### config.mk
export PLATFORM = sky130hd
export DESIGN_NAME = utf8_stream_decoder
export DESIGN_NICKNAME = d
export VERILOG_FILES = /design/src/hw/rtl/u8d_pkg.sv /design/src/hw/rtl/utf8_stream_decoder.sv
export SDC_FILE = /design/constraint.sdc
export NUM_CORES = 1
export LEC_CHECK = 0
export ABC_AREA = 0
export BUFFER_PORTS_ARGS = -buffer_cell sky130_fd_sc_hd__buf_2
export CAP_MARGIN = 15
export CORE_MARGIN = 1
export CORE_UTILIZATION = 31
export DETAILED_ROUTE_END_ITERATION = 8
export GPL_ROUTABILITY_DRIVEN = 1
export SYNTH_ARGS = -nofsm -noshare
export SYNTH_HDL_FRONTEND = slang
export SYNTH_SLANG_ARGS = --single-unit
### constraint.sdc
create_clock -name clk -period 5.45 [get_ports clk]
set_clock_uncertainty 0.05 [all_clocks]
set_input_delay 0.545 -clock clk [delete_from_list [all_inputs] [get_ports clk]]
set_output_delay 0.545 -clock clk [all_outputs]
set_load 0.02 [all_outputs]
### src/hw/rtl/u8d_pkg.sv
`default_nettype none
// ----------------------------------------------------------------------------
// u8d_pkg: shared types and constants of the UTF-8 stream decoder
// Result status codes, lead byte classes and field widths.
// ----------------------------------------------------------------------------
package u8d_pkg;

  localparam int unsigned ByteW   = 8;
  localparam int unsigned CpW     = 21;
  localparam int unsigned CpPadW  = 24;
  localparam int unsigned StatusW = 2;

  typedef logic [ByteW-1:0]   byte_t;
  typedef logic [CpW-1:0]     cp_t;
  typedef logic [StatusW-1:0] status_t;

  localparam status_t ST_CHAR = 2'd0;
  localparam status_t ST_ERR  = 2'd1;
  localparam status_t ST_END  = 2'd2;

  // lead byte class of the sequence in progress
  typedef enum logic [2:0] {
    LC_NONE     = 3'd0,
    LC_TWO      = 3'd1,
    LC_THREE    = 3'd2,
    LC_THREE_E0 = 3'd3,
    LC_FOUR     = 3'd4,
    LC_FOUR_F0  = 3'd5
  } lead_class_t;

  localparam byte_t LEAD_TWO_MIN   = 8'hC2;
  localparam byte_t LEAD_THREE_MIN = 8'hE0;
  localparam byte_t LEAD_FOUR_MIN  = 8'hF0;
  localparam byte_t LEAD_BAD_MIN   = 8'hF8;
  localparam byte_t E0_SECOND_MIN  = 8'hA0;
  localparam byte_t F0_SECOND_MIN  = 8'h90;

endpackage

`default_nettype wire

### src/hw/rtl/utf8_stream_decoder.sv
`default_nettype none
// ----------------------------------------------------------------------------
// utf8_stream_decoder: byte-serial UTF-8 decoder
// Rebuilds code points of one to four bytes from a NUL-terminated string.
// ----------------------------------------------------------------------------
// One byte is taken per cycle while the input is ready, and a result, when the
// byte causes one, sits in the output register on the following cycle, past
// the single decode stage between the sequence state and the output
// register. The input is ready whenever the output register is empty or
// being taken in the same cycle. Results are a decoded character, an
// invalid-sequence flag, or an end-of-string marker for a NUL outside a
// sequence. After an error the rest of the string up to its NUL is dropped
// silently.
module utf8_stream_decoder (
  input  wire logic        clk,
  input  wire logic        rst,
  input  wire logic        s_axis_tvalid,
  output logic             s_axis_tready,
  input  wire logic [7:0]  s_axis_tdata,   // [7:0] text_byte
  output logic             m_axis_tvalid,
  input  wire logic        m_axis_tready,
  output logic [23:0]      m_axis_tdata,   // [20:0] code_point, [23:21] zero
  output logic [1:0]       m_axis_tuser    // [1:0] status
);

  logic                 [1:0] pending, pending_next;
  u8d_pkg::cp_t               partial, partial_next;
  u8d_pkg::lead_class_t       lead, lead_next;
  logic                       second, second_next;
  logic                       halted, halted_next;

  logic                       emit;
  u8d_pkg::cp_t               emit_cp;
  u8d_pkg::status_t           emit_st;

  logic                       accept;
  u8d_pkg::cp_t               out_cp;
  u8d_pkg::status_t           out_st;

  assign s_axis_tready = !m_axis_tvalid || m_axis_tready;
  assign accept        = s_axis_tvalid && s_axis_tready;

  always_comb begin
    logic [7:0] b;
    logic [5:0] payload;
    logic       bad_cont;
    b        = s_axis_tdata;
    payload  = b[5:0];
    bad_cont = (b[7:6] != 2'b10);

    pending_next = pending;
    partial_next = partial;
    lead_next    = lead;
    second_next  = second;
    halted_next  = halted;
    emit         = 1'b0;
    emit_cp      = '0;
    emit_st      = u8d_pkg::ST_CHAR;

    if (halted) begin
      // dead string: drop bytes until the terminating NUL
      if (b == 8'h00) begin
        halted_next = 1'b0;
        pending_next = 2'd0;
        partial_next = '0;
        lead_next    = u8d_pkg::LC_NONE;
        second_next  = 1'b0;
      end
    end else if (pending == 2'd0) begin
      if (b == 8'h00) begin
        emit    = 1'b1;
        emit_st = u8d_pkg::ST_END;
      end else if (!b[7]) begin
        emit    = 1'b1;
        emit_cp = u8d_pkg::cp_t'(b);
      end else if (b < u8d_pkg::LEAD_TWO_MIN || b >= u8d_pkg::LEAD_BAD_MIN) begin
        emit        = 1'b1;
        emit_st     = u8d_pkg::ST_ERR;
        halted_next = 1'b1;
      end else if (b < u8d_pkg::LEAD_THREE_MIN) begin
        pending_next = 2'd1;
        partial_next = u8d_pkg::cp_t'(b[4:0]);
        lead_next    = u8d_pkg::LC_TWO;
        second_next  = 1'b1;
      end else if (b < u8d_pkg::LEAD_FOUR_MIN) begin
        pending_next = 2'd2;
        partial_next = u8d_pkg::cp_t'(b[3:0]);
        lead_next    = (b == u8d_pkg::LEAD_THREE_MIN) ? u8d_pkg::LC_THREE_E0
                                                      : u8d_pkg::LC_THREE;
        second_next  = 1'b1;
      end else begin
        pending_next = 2'd3;
        partial_next = u8d_pkg::cp_t'(b[2:0]);
        lead_next    = (b == u8d_pkg::LEAD_FOUR_MIN) ? u8d_pkg::LC_FOUR_F0
                                                     : u8d_pkg::LC_FOUR;
        second_next  = 1'b1;
      end
    end else if (bad_cont
        || (second && lead == u8d_pkg::LC_THREE_E0 && b < u8d_pkg::E0_SECOND_MIN)
        || (second && lead == u8d_pkg::LC_FOUR_F0 && b < u8d_pkg::F0_SECOND_MIN)) begin
      // a NUL here ends the string too, so it leaves the decoder live
      emit         = 1'b1;
      emit_st      = u8d_pkg::ST_ERR;
      halted_next  = (b != 8'h00);
      pending_next = 2'd0;
      partial_next = '0;
      lead_next    = u8d_pkg::LC_NONE;
      second_next  = 1'b0;
    end else begin
      second_next  = 1'b0;
      pending_next = pending - 2'd1;
      if (pending == 2'd1) begin
        emit         = 1'b1;
        emit_cp      = {partial[u8d_pkg::CpW-7:0], payload};
        partial_next = '0;
        lead_next    = u8d_pkg::LC_NONE;
      end else begin
        partial_next = {partial[u8d_pkg::CpW-7:0], payload};
      end
    end
  end

  always_ff @(posedge clk) begin
    if (rst) begin
      pending       <= 2'd0;
      partial       <= '0;
      lead          <= u8d_pkg::LC_NONE;
      second        <= 1'b0;
      halted        <= 1'b0;
      m_axis_tvalid <= 1'b0;
    end else begin
      if (accept) begin
        pending <= pending_next;
        partial <= partial_next;
        lead    <= lead_next;
        second  <= second_next;
        halted  <= halted_next;
      end
      if (accept && emit) begin
        m_axis_tvalid <= 1'b1;
      end else if (m_axis_tready) begin
        m_axis_tvalid <= 1'b0;
      end
    end
  end

  // hold the payload until the request is taken
  always_ff @(posedge clk) begin
    if (accept && emit) begin
      out_cp <= emit_cp;
      out_st <= emit_st;
    end
  end

  assign m_axis_tdata = {{(u8d_pkg::CpPadW - u8d_pkg::CpW){1'b0}}, out_cp};
  assign m_axis_tuser = out_st;

endmodule

`default_nettype wire

; ---- Yosys cells after proc, flatten, opt, wreduce, memory -nomap -nowiden
; Cells that the tools add are included.
; W data, S select, Z words.
[classes]
reduce_logical = 18
n_eq_ne = 10
magnitude_cmp = 6
add_sub_neg = 1
muxes = 62
[op_table]
columns = cell, n
row1 = $mux W15, 8
row2 = $mux W21, 3
row3 = $lt A8 B8 Y1 const B, 5
row4 = $mux W3, 10
row5 = $mux W1, 27
row6 = $mux W2, 10
row7 = $eq A8 B8 Y1 const B, 2
row8 = $mux W7, 2
row9 = $ne A3 B3 Y1 const B, 3
row10 = $ge A8 B8 Y1 const B, 1
row11 = $logic_not A8 Y1, 1
row12 = $reduce_bool A8 Y1, 1
row13 = $logic_and A1 B1 Y1, 6
row14 = $reduce_and A6 Y1, 1
row15 = $mux W5, 1
row16 = $reduce_and A5 Y1, 1
row17 = $logic_or A1 B1 Y1, 4
row18 = $mux W4, 1
row19 = $reduce_bool A4 Y1, 1
row20 = $eq A3 B2 Y1 const B, 1
row21 = $eq A3 B3 Y1 const B, 1
row22 = $eq A2 B1 Y1 const B, 1
row23 = $logic_not A2 Y1, 1
row24 = $ne A2 B1 Y1 const B, 1
row25 = 4 further kinds, 4
[word_totals]
output_inout_bits = 28
reg_bits = 46

; ---- Logic depth before layout (Yosys ltp)
; Gate-level depths: netlist of the first run.
[depth]
ltp_word = 10
ltp_mapped = 9
ltp_nobuf = 7

; ---- Worst setup path before layout of the first run
; OpenSTA, ideal clock, no wires.
[synth_timing]
path_kind = input to register
from = input s_axis_tdata[2]
to = register out_st[0], in the netlist m_axis_tuser[0], enable pin
path_slack_ns = 1.908
required_time_ns = 4.968
t_arrival_ns = 3.060
stages = 4
cell_sequence = or3_1 -> o211ai_1 -> o32ai_1 -> nor3_1
[synth_via]
elab_chain_len = 8
elab_cells_between_ends = 17
cone_classes = order compare: 4 / mux: 6 / reduce/logical: 7
[synth_rtl]
columns = item, line_no
row1 = "start, declared", utf8_stream_decoder.sv:19  ; input wire logic [7:0] s_axis_tdata,
row2 = "$lt A8 B8 Y1, or another cell as far along", utf8_stream_decoder.sv:76  ; end else if (b < u8d_pkg::LEAD_TWO_MIN || b >= u8d_pkg::LEAD_BAD_MIN) begin
row3 = $logic_or A1 B1 Y1 or $logic_and A1 B1 Y1 (tied branches), "utf8_stream_decoder.sv:76, utf8_stream_decoder.sv:99"
row4 = $mux W1 or $logic_or A1 B1 Y1 (tied branches), "utf8_stream_decoder.sv:76, utf8_stream_decoder.sv:99"
row5 = $mux W1 or $logic_or A1 B1 Y1 (tied branches), "utf8_stream_decoder.sv:73, utf8_stream_decoder.sv:100"
row6 = $mux W1 (on tied branches), "utf8_stream_decoder.sv:70, utf8_stream_decoder.sv:98"
row7 = $mux W1 (*), utf8_stream_decoder.sv:69  ; end else if (pending == 2'd0) begin
row8 = $mux W1 (*), utf8_stream_decoder.sv:60  ; if (halted) begin
row9 = $logic_and A1 B1 Y1 (*), utf8_stream_decoder.sv:149  ; if (accept && emit) begin
row10 = "end signal, assigned", utf8_stream_decoder.sv:151  ; out_st <= emit_st;
row11 = "end, declared", utf8_stream_decoder.sv:38  ; u8d_pkg::status_t out_st;
; Mark *: on every way between the ends. The rest lies on a longest branch, timed or not.
; A chain may end at the register's enable or synchronous reset.

; ---- Worst setup path after layout of the first run
[layout_timing]
from = input s_axis_tdata[3]
to = register partial[0]
[layout_via]
elab_chain_len = 7
elab_cells_between_ends = 22
cone_classes = order compare: 5 / eq/ne: 3 / mux: 7 / reduce/logical: 7
[layout_rtl]
columns = item, line_no
row1 = $lt A8 B8 Y1 (on tied branches), "utf8_stream_decoder.sv:80, utf8_stream_decoder.sv:99"
row2 = $mux W5 or $logic_and A1 B1 Y1 (tied branches), "utf8_stream_decoder.sv:80, utf8_stream_decoder.sv:99"
row3 = $mux W15 or $logic_or A1 B1 Y1 (tied branches), "utf8_stream_decoder.sv:76, utf8_stream_decoder.sv:99"
row4 = $mux W15 or $logic_or A1 B1 Y1 (tied branches), "utf8_stream_decoder.sv:73, utf8_stream_decoder.sv:100"
row5 = $mux W15 (on tied branches), "utf8_stream_decoder.sv:70, utf8_stream_decoder.sv:98"
row6 = $mux W15, utf8_stream_decoder.sv:69
row7 = $mux W15, utf8_stream_decoder.sv:60
row8 = "end signal, assigned", utf8_stream_decoder.sv:134  ; partial <= partial_next;
row9 = "end, declared", utf8_stream_decoder.sv:27  ; u8d_pkg::cp_t partial, partial_next;
; Parallel ways exist; a longest one is shown, timed or not. The select of a mux whose other input is x is not followed.

==> flow_metrics.tcl, run 1 <==
set metrics [dict create \
    outcome "completed" \
    die_x_microns 81.68 \
    crit_arrival_ns 3.16 \
    place_inst 290 \
    path_class "input port to register" \
    fin_nets 238 \
    hold_viol 0 \
    wire_per_inst_microns 13.12 \
    cts_buffers 5 \
    r2r_start "pending[0]" \
    min_path_type "register to register" \
    power.density_nw_per_um2 345.2 \
    start_kind "input port" \
    cts_max_level 2 \
    tightest_slew_ns 1.110 \
    finalMaxSlewViolations 0 \
    path_max_fanout 17 \
    antenna_found_initial 0 \
    period_needed_ns 3.008 \
    io_buffer_count 36 \
    mostFrequentLayoutCells "buf_2, dfxtp_1, edfxtp_1" \
    first_pass_iters 4 \
    fmax_mhz 332.5 \
    clock_latency_ns 0.30 \
    area_growth_pct 18.69 \
    wl_mm 3.935 \
    vdd_ir_drop_max_v 0.0001446 \
    worstPathRequired_ns 5.60 \
    r2r_end "partial[0]" \
    postCtsResizedCells 0 \
    ctsHoldBuffers 0 \
    cts_buffer_depth 2 \
    grtUsageTotal_pct 13.11 \
    seq_area_frac_synth_pct 58.49 \
    cp-startpoint "s_axis_tdata[3]" \
    cp-endpoint "partial[0]" \
    drv_cap 0 \
    drive_gt1_share_pct 24.00 \
    first_global_vias 1372 \
    avgSynthCellArea_sq_um 10.47 \
    grt_setup_unrepaired "no" \
    die_height_microns 81.68 \
    layout_commonest_cell "buf_2" \
    fill_cells 617 \
    dieArea_sq_um 6672 \
    vias_per_cell 4.987 \
    crit_path_end_kind "register" \
    drtAntennaViolNets 0 \
    initial_core_util_pct 32.66 \
    grt_max_degree 24 \
    finalSetupViolations 0 \
    place.gp.congestion 0.9539 \
    diodes 0 \
    synth_area_leaders "edfxtp_1, dfxtp_1, and2_1, a21oi_1, nand2_1" \
    cts_tree "yes" \
    grt_pass1_wl_mm 6.520 \
    slew_headroom_pct 26.02 \
    instances_no_fill 300 \
    core_sq_um 6026 \
    ys_warn_count 0 \
    hp-start "partial[12]" \
    worst-r2r-setup-slack_ns 2.93 \
    synth_seq_cells 46 \
    worst_hold_slack_ns 0.4016 \
    drt-initial-drc-count 94 \
    num_io_pins 40 \
    path_clk_slew_ns 0.09 \
    post_cts_buffers 0 \
    overflow 0 \
    synth_top_area_share_pct 35.09 \
    dp_hpwl_mm 2.725 \
    cts-root-buf "clkbuf_8" \
    synth_cell_types 37 \
    vias 1496 \
    ff2ff_path_depth 7 \
    num_rows 28 \
    finalCritPeriodShare_pct 55.19 \
    netlist_area_sq_um 1968 \
    cts.sinks 46 \
    fin_setup_tns_ns 0 \
    power.leakage_nw 0.8732 \
    synthCells 188 \
    drc 0 \
    yosysTopAreaCell "edfxtp_1" \
]
[critical path: stages]
cell      delay, ns
buf_2          0.12
or4_1          0.54
or4_1          0.53
a221oi_2       0.96
nor2_1         0.17
a22o_1         0.28
[routing by layer]
layer / vias up / wire [microns] / track usage [%]
met5: - / 0 / 0
li1: 748 / - / -
met4: 0 / 87 / 7.193
met3: 9 / 189 / 3.778
met2: 49 / 1827 / 20.67
met1: 690 / 1829 / 16.07
[report_power, final]
| part | total [mW] | switching (mW) | internal, mW |
|---|---|---|---|
| sequential | 0.406 | 0.0125 | 0.394 |
| clock | 0.257 | 0.119 | 0.138 |
| combinational | 0.143 | 0.0998 | 0.0436 |
[logic make-up after synthesis]
family | synth area share, %
AO/OA/AOI/OAI | 13.86
flip-flops | 58.49
other | 0.1905
adder cells (fa/ha/maj) | 1.271
AND/OR/NAND/NOR | 21.87
buffers and inverters | 4.323
[flip-flops by register name, summed over array words and instances (netlist names)]
| signal | cells |
|---|---|
| m_axis_tuser | 2 |
| partial | 15 |
| halted | 1 |
| out_cp | 21 |
| lead | 3 |
| m_axis_tvalid | 1 |
| pending | 2 |
| second | 1 |
[area by class of cell]
type,count,area (sq um),share of cell area (%)
clock buffer,5,68.82,2.946
clock inverter,3,43.79,1.875
inverter,5,18.77,0.8034
multi-input combinational,127,757.0,32.40
sequential,46,1151,49.28
tap,75,93.84,4.017
timing repair buffer,39,202.7,8.677
[cells in the mapped netlist (all sizes together)]
cell / number
nand2: 19
dfxtp: 23
conb: 1
nand3: 12
o221a: 1
a221oi: 1
buf: 6
nor3: 2
nor4: 1
clkbuf: 6
nor2b: 6
and3: 2
o22ai: 1
or4b: 2
inv: 5
ha: 2
nor4b: 1
a31oi: 1
edfxtp: 23
or4: 2
or2: 1
a22o: 4
a211oi: 4
o211ai: 4
nor2: 10
nand2b: 2
o21ai: 6
a221o: 1
o32ai: 1
nand4b: 3
a21oi: 18
or3: 1
and2: 15
nand4: 1
[metrics by stage]
stage	worst slack (ns)	total power [mW]	utilization, %	area [sq um]
2_1_floorplan	1.908	0.5157	-	1976
3_3_place_gp	2.244	0.5551	36.65	2208
3_5_place_dp	2.137	0.5578	36.65	2208
4_1_cts	2.446	0.8118	38.52	2321
5_1_grt	2.306	0.8449	38.77	2336
6_report	2.442	0.8064	38.77	2336
[how the worst min path moves through the flow]
| stage | end | cells past startpoint |
|---|---|---|
| after floorplan | partial[10] | 2 |
| after global placement | partial[12] | 2 |
| after detailed placement | partial[12] | 2 |
| after CTS | partial[12] | 2 |
| after global routing | partial[12] | 2 |
| final | partial[12] | 2 |
Note: power is estimated with default switching activity, not from simulation.
==> inputs of run 2 (changes only) <==
==> constraint.sdc (replaced) <==
create_clock -name clk -period 3.13 [get_ports clk]
set_clock_uncertainty 0.05 [all_clocks]
set_input_delay 0.313 -clock clk [delete_from_list [all_inputs] [get_ports clk]]
set_output_delay 0.313 -clock clk [all_outputs]
set_load 0.02 [all_outputs]
==> flow_metrics.tcl, run 2 (synthesis results as in run 1) <==
set metrics [dict create \
    outcome "completed" \
    fmax_mhz 429.6 \
    worst-path-stages 6 \
    num_io_pins 40 \
    power.density_nw_per_um2 572.9 \
    dp_hpwl_mm 2.757 \
    die_height_microns 81.68 \
    grtUsageMet2_pct 20.42 \
    power.leakage_nw 0.8696 \
    cpLargestDelayFamily "simple AND/OR/NAND/NOR gates" \
    crit_slowest_cell "or4_1" \
    r2r_end "out_cp[0]" \
    worst_path_largest_cell_delay_ns 0.54 \
    cp_common_cell "or4_1" \
    ctsHoldBuffers 0 \
    top_regs "out_cp x21, partial x15, lead x3" \
    grt_setup_unrepaired "no" \
    wire_per_inst_microns 13.05 \
    period_needed_ns 2.328 \
    io_buffer_count 36 \
    die_x_microns 81.68 \
    slew_headroom_pct 57.51 \
    start_kind "input port" \
    largest_reg_flops 21 \
    cp-endpoint "lead[1]" \
    layout_commonest_cell "buf_2" \
    cts.sinks 46 \
    clock_latency_ns 0.31 \
    fin_setup_tns_ns 0 \
    drt-initial-drc-count 106 \
    area_growth_pct 19.14 \
    r2r_start "pending[0]" \
    diodes 0 \
    drv_cap 0 \
    min_path_type "input port to register" \
    post_cts_buffers 0 \
    vdd_ir_drop_max_v 0.0001771 \
    path_max_fanout 5 \
    regArea_sq_um 1151 \
    fin_nets 241 \
    worst-r2r-setup-slack_ns 0.86 \
    fill_cells 616 \
    core_sq_um 6026 \
    critPathBufInv 1 \
    cp-startpoint "s_axis_tdata[2]" \
    final_area_sq_um 2345 \
    postCtsResizedCells 0 \
    worstPathRequired_ns 3.31 \
    multiInputGateArea_sq_um 763.2 \
    crit_chain "buf_2 -> or4_1 -> or4_1 -> a221o_1 -> or4b_1 -> a21oi_1" \
    grt_pass1_wl_mm 6.486 \
    grtUsageTotal_pct 13.11 \
    busiest_layer "met2" \
    path_class "input port to register" \
    cts_buffers 5 \
    num_rows 28 \
    hold_viol 0 \
    cts_buffer_depth 2 \
    drive_gt1_share_pct 25.00 \
    vias_per_cell 4.993 \
    use_met3_pct 2.667 \
    antenna_found_initial 0 \
    ff2ff_path_depth 7 \
    finalSetupViolations 0 \
    power.total_mw 1.343 \
    crit_arrival_ns 2.51 \
    grtUsageMet1_pct 17.09 \
    regMostFlops "out_cp" \
    grt_max_degree 24 \
    crit_path_end_kind "register" \
    dpl_cell_area_sq_um 2245 \
    cts_tree "yes" \
    vias 1513 \
    finalMaxSlewViolations 0 \
    drtAntennaViolNets 0 \
    dieArea_sq_um 6672 \
    wl_mm 3.953 \
    cts-root-buf "clkbuf_8" \
    place.gp.congestion 0.9137 \
    tightest_slew_ns 0.6357 \
    path_clk_slew_ns 0.08 \
    cts_max_level 2 \
    initial_core_util_pct 32.66 \
    first_global_vias 1359 \
    drc 0 \
    overflow 0 \
    mostFrequentLayoutCells "buf_2, dfxtp_1, edfxtp_1" \
    finalCritPeriodShare_pct 74.37 \
    first_pass_iters 4 \
]
[run 2: changes by cell type in the layout (fill, tap and decap cells not counted), sizes merged]
cell,delta
clkinvlp,+2
buf,+4
clkbuf,-1
clkinv,-1
bufinv,-1
[run 2: layer usage]
| layer | up-vias | share of wire [%] |
|---|---|---|
| met5 | - | 0 |
| met4 | 0 | 2.0 |
| met3 | 8 | 6.0 |
| met2 | 51 | 47 |
| met1 | 699 | 45 |
| li1 | 755 | - |
[run 2: how the worst min path moves through the flow]
stage / cells after the start / from / slack [ns] / to
CTS: 2 / s_axis_tdata[2] / 0.19 / partial[2]
global placement: 2 / partial[11] / 0.39 / partial[11]
detailed placement: 2 / partial[11] / 0.39 / partial[11]
floorplan: 2 / partial[10] / 0.38 / partial[10]
finish: 2 / s_axis_tdata[2] / 0.20 / partial[2]
global route: 2 / s_axis_tdata[2] / 0.20 / partial[2]
[run 2: final cells by class]
cell class / instances / area share, %
clock inverters: 3 / 1.014
repair buffers: 42 / 9.605
flip-flops and latches: 46 / 49.09
inverters: 5 / 0.8004
well taps: 75 / 4.002
multi-input cells: 127 / 32.55
clock buffers: 5 / 2.935
[run 2: worst reg2reg max path: stages, from the launching register on]
cell and delay (ns):
dfxtp_1 0.38, inv_1 0.06, ha_1 0.26, nor2_1 0.11, o211ai_1 0.21, nor4b_2 0.61
a21oi_1 0.25, nor2b_1 0.18
[run 2: through the flow]
stage / utilization, % / setup WS [ns] / hold slack, ns / cells
after CTS: 38.79 / 0.4152 / 0.1944 / 302
final: 38.91 / 0.8024 / 0.1997 / 303
after global placement: 37.25 / 0.5509 / 0.3875 / 294
after floorplan: - / 0.5236 / 0.3773 / 190
after detailed placement: 37.25 / 0.4454 / 0.3889 / 294
after global routing: 38.91 / 0.6661 / 0.1984 / 303
[run 2: power breakdown]
group / switching, mW / internal [mW] / total (mW)
clock: 0.216 / 0.160 / 0.376
combinational: 0.177 / 0.0827 / 0.260
sequential: 0.0216 / 0.686 / 0.707
==> inputs of run 3 (changes only) <==
==> constraint.sdc (replaced) <==
create_clock -name clk -period 2.4 [get_ports clk]
set_clock_uncertainty 0.05 [all_clocks]
set_input_delay 0.24 -clock clk [delete_from_list [all_inputs] [get_ports clk]]
set_output_delay 0.24 -clock clk [all_outputs]
set_load 0.02 [all_outputs]
==> flow_metrics.tcl, run 3 (synthesis results as in run 1) <==
set metrics [dict create \
    wl_mm 4.574 \
    outcome "completed" \
    initial_core_util_pct 32.66 \
    drtAntennaViolNets 0 \
    largest_reg_flops 21 \
    finalMaxSlewViolations 0 \
    die_height_microns 81.68 \
    post_cts_buffers 0 \
    vdd_ir_drop_max_v 0.0002602 \
    layout_commonest_cell "buf_2" \
    power.total_mw 1.802 \
    ctsHoldBuffers 0 \
    clock_latency_ns 0.30 \
    wire_per_inst_microns 14.38 \
    die_x_microns 81.68 \
    core_sq_um 6026 \
    cts-root-buf "clkbuf_8" \
    crit_arrival_ns 2.37 \
    first_global_vias 1457 \
    grt_pass1_wl_mm 7.065 \
    path_clk_slew_ns 0.09 \
    finalSetupViolations 0 \
    start_kind "input port" \
    area_growth_pct 25.68 \
    place_inst 309 \
    place.gp.congestion 0.9499 \
    num_io_pins 40 \
    tightest_slew_ns 0.6408 \
    cts_buffer_depth 2 \
    antenna_found_initial 0 \
    cts_max_level 2 \
    grtUsageTotal_pct 14.43 \
    num_rows 28 \
    hold_viol 0 \
    power.leakage_nw 0.9426 \
    power.density_nw_per_um2 728.6 \
    io_buffer_count 36 \
    cts_tree "yes" \
    crit_path_end_kind "register" \
    instances_no_fill 318 \
    drv_cap 0 \
    fin_nets 256 \
    drc 0 \
    top_regs "out_cp x21, partial x15, lead x3" \
    diodes 0 \
    fill_cells 643 \
    vias 1618 \
    drive_gt1_share_pct 30.04 \
    mostFrequentLayoutCells "buf_2, dfxtp_1, edfxtp_1" \
    regMostFlops "out_cp" \
    slew_headroom_pct 57.14 \
    worstPathRequired_ns 2.58 \
    finalCritPeriodShare_pct 91.50 \
    vias_per_cell 5.088 \
    min_path_type "input port to register" \
    cts.sinks 46 \
    drt-initial-drc-count 140 \
    path_max_fanout 15 \
    dieArea_sq_um 6672 \
    postCtsResizedCells 0 \
    period_needed_ns 2.196 \
    path_class "input port to register" \
    cts_buffers 5 \
    fmax_mhz 455.4 \
    first_pass_iters 5 \
    dp_hpwl_mm 2.999 \
    overflow 0 \
    grt_max_degree 24 \
    grt_setup_unrepaired "no" \
]
## run 3: worst paths after layout
kind | start | endpoint | slack, ns | depth (start not counted)
setup / recovery | s_axis_tdata[2] | partial[10] | 0.20 | 8
hold / removal | m_axis_tready | m_axis_tvalid | 0.20 | 3
setup reg to reg | pending[0] | partial[1] | 0.21 | 8
hold reg to reg | partial[12] | partial[12] | 0.40 | 2
## run 3: metal layers
layer / vias to the layer above / track usage [%] / share of wire [%]
li1: 786 / - / -
met1: 771 / 18.85 / 44
met2: 55 / 22.67 / 49
met3: 6 / 3.667 / 6.2
met4: 0 / 5.965 / 1.5
met5: - / 0 / 0
## run 3: cell type report
cell class	count	area, sq um	share of cell area (%)
multi-input cells	128	787.0	31.82
repair buffers	56	330.3	13.35
clock inverters	3	23.77	0.9611
inverters	5	18.77	0.7587
well taps	75	93.84	3.794
flip-flops and latches	46	1151	46.54
clock buffers	5	68.82	2.782
## run 3: worst max-delay path: stages
cell      delay (ns)
buf_2           0.11
or4_1           0.55
or4_1           0.43
buf_4           0.17
a221oi_2        0.31
buf_4           0.27
nand3_1         0.11
a21oi_1         0.18
## run 3: metrics by stage
step / hold slack (ns) / instance area [sq um] / utilization, % / setup WS, ns / TNS, ns
after floorplan: 0.3156 / 1987 / - / -0.05025 / -0.05025
after global placement: 0.3890 / 2357 / 39.12 / -0.03458 / -0.7694
after global routing: 0.2195 / 2474 / 41.05 / 0.05932 / 0
after detailed placement: 0.3912 / 2357 / 39.12 / -0.06452 / -1.170
final: 0.2008 / 2474 / 41.05 / 0.2039 / 0
after CTS: 0.1996 / 2450 / 40.66 / 0.09383 / 0
## run 3: power breakdown
group / total [mW] / switching (mW) / internal (mW)
clock network: 0.489 / 0.281 / 0.209
registers: 0.922 / 0.0269 / 0.895
logic: 0.391 / 0.257 / 0.134
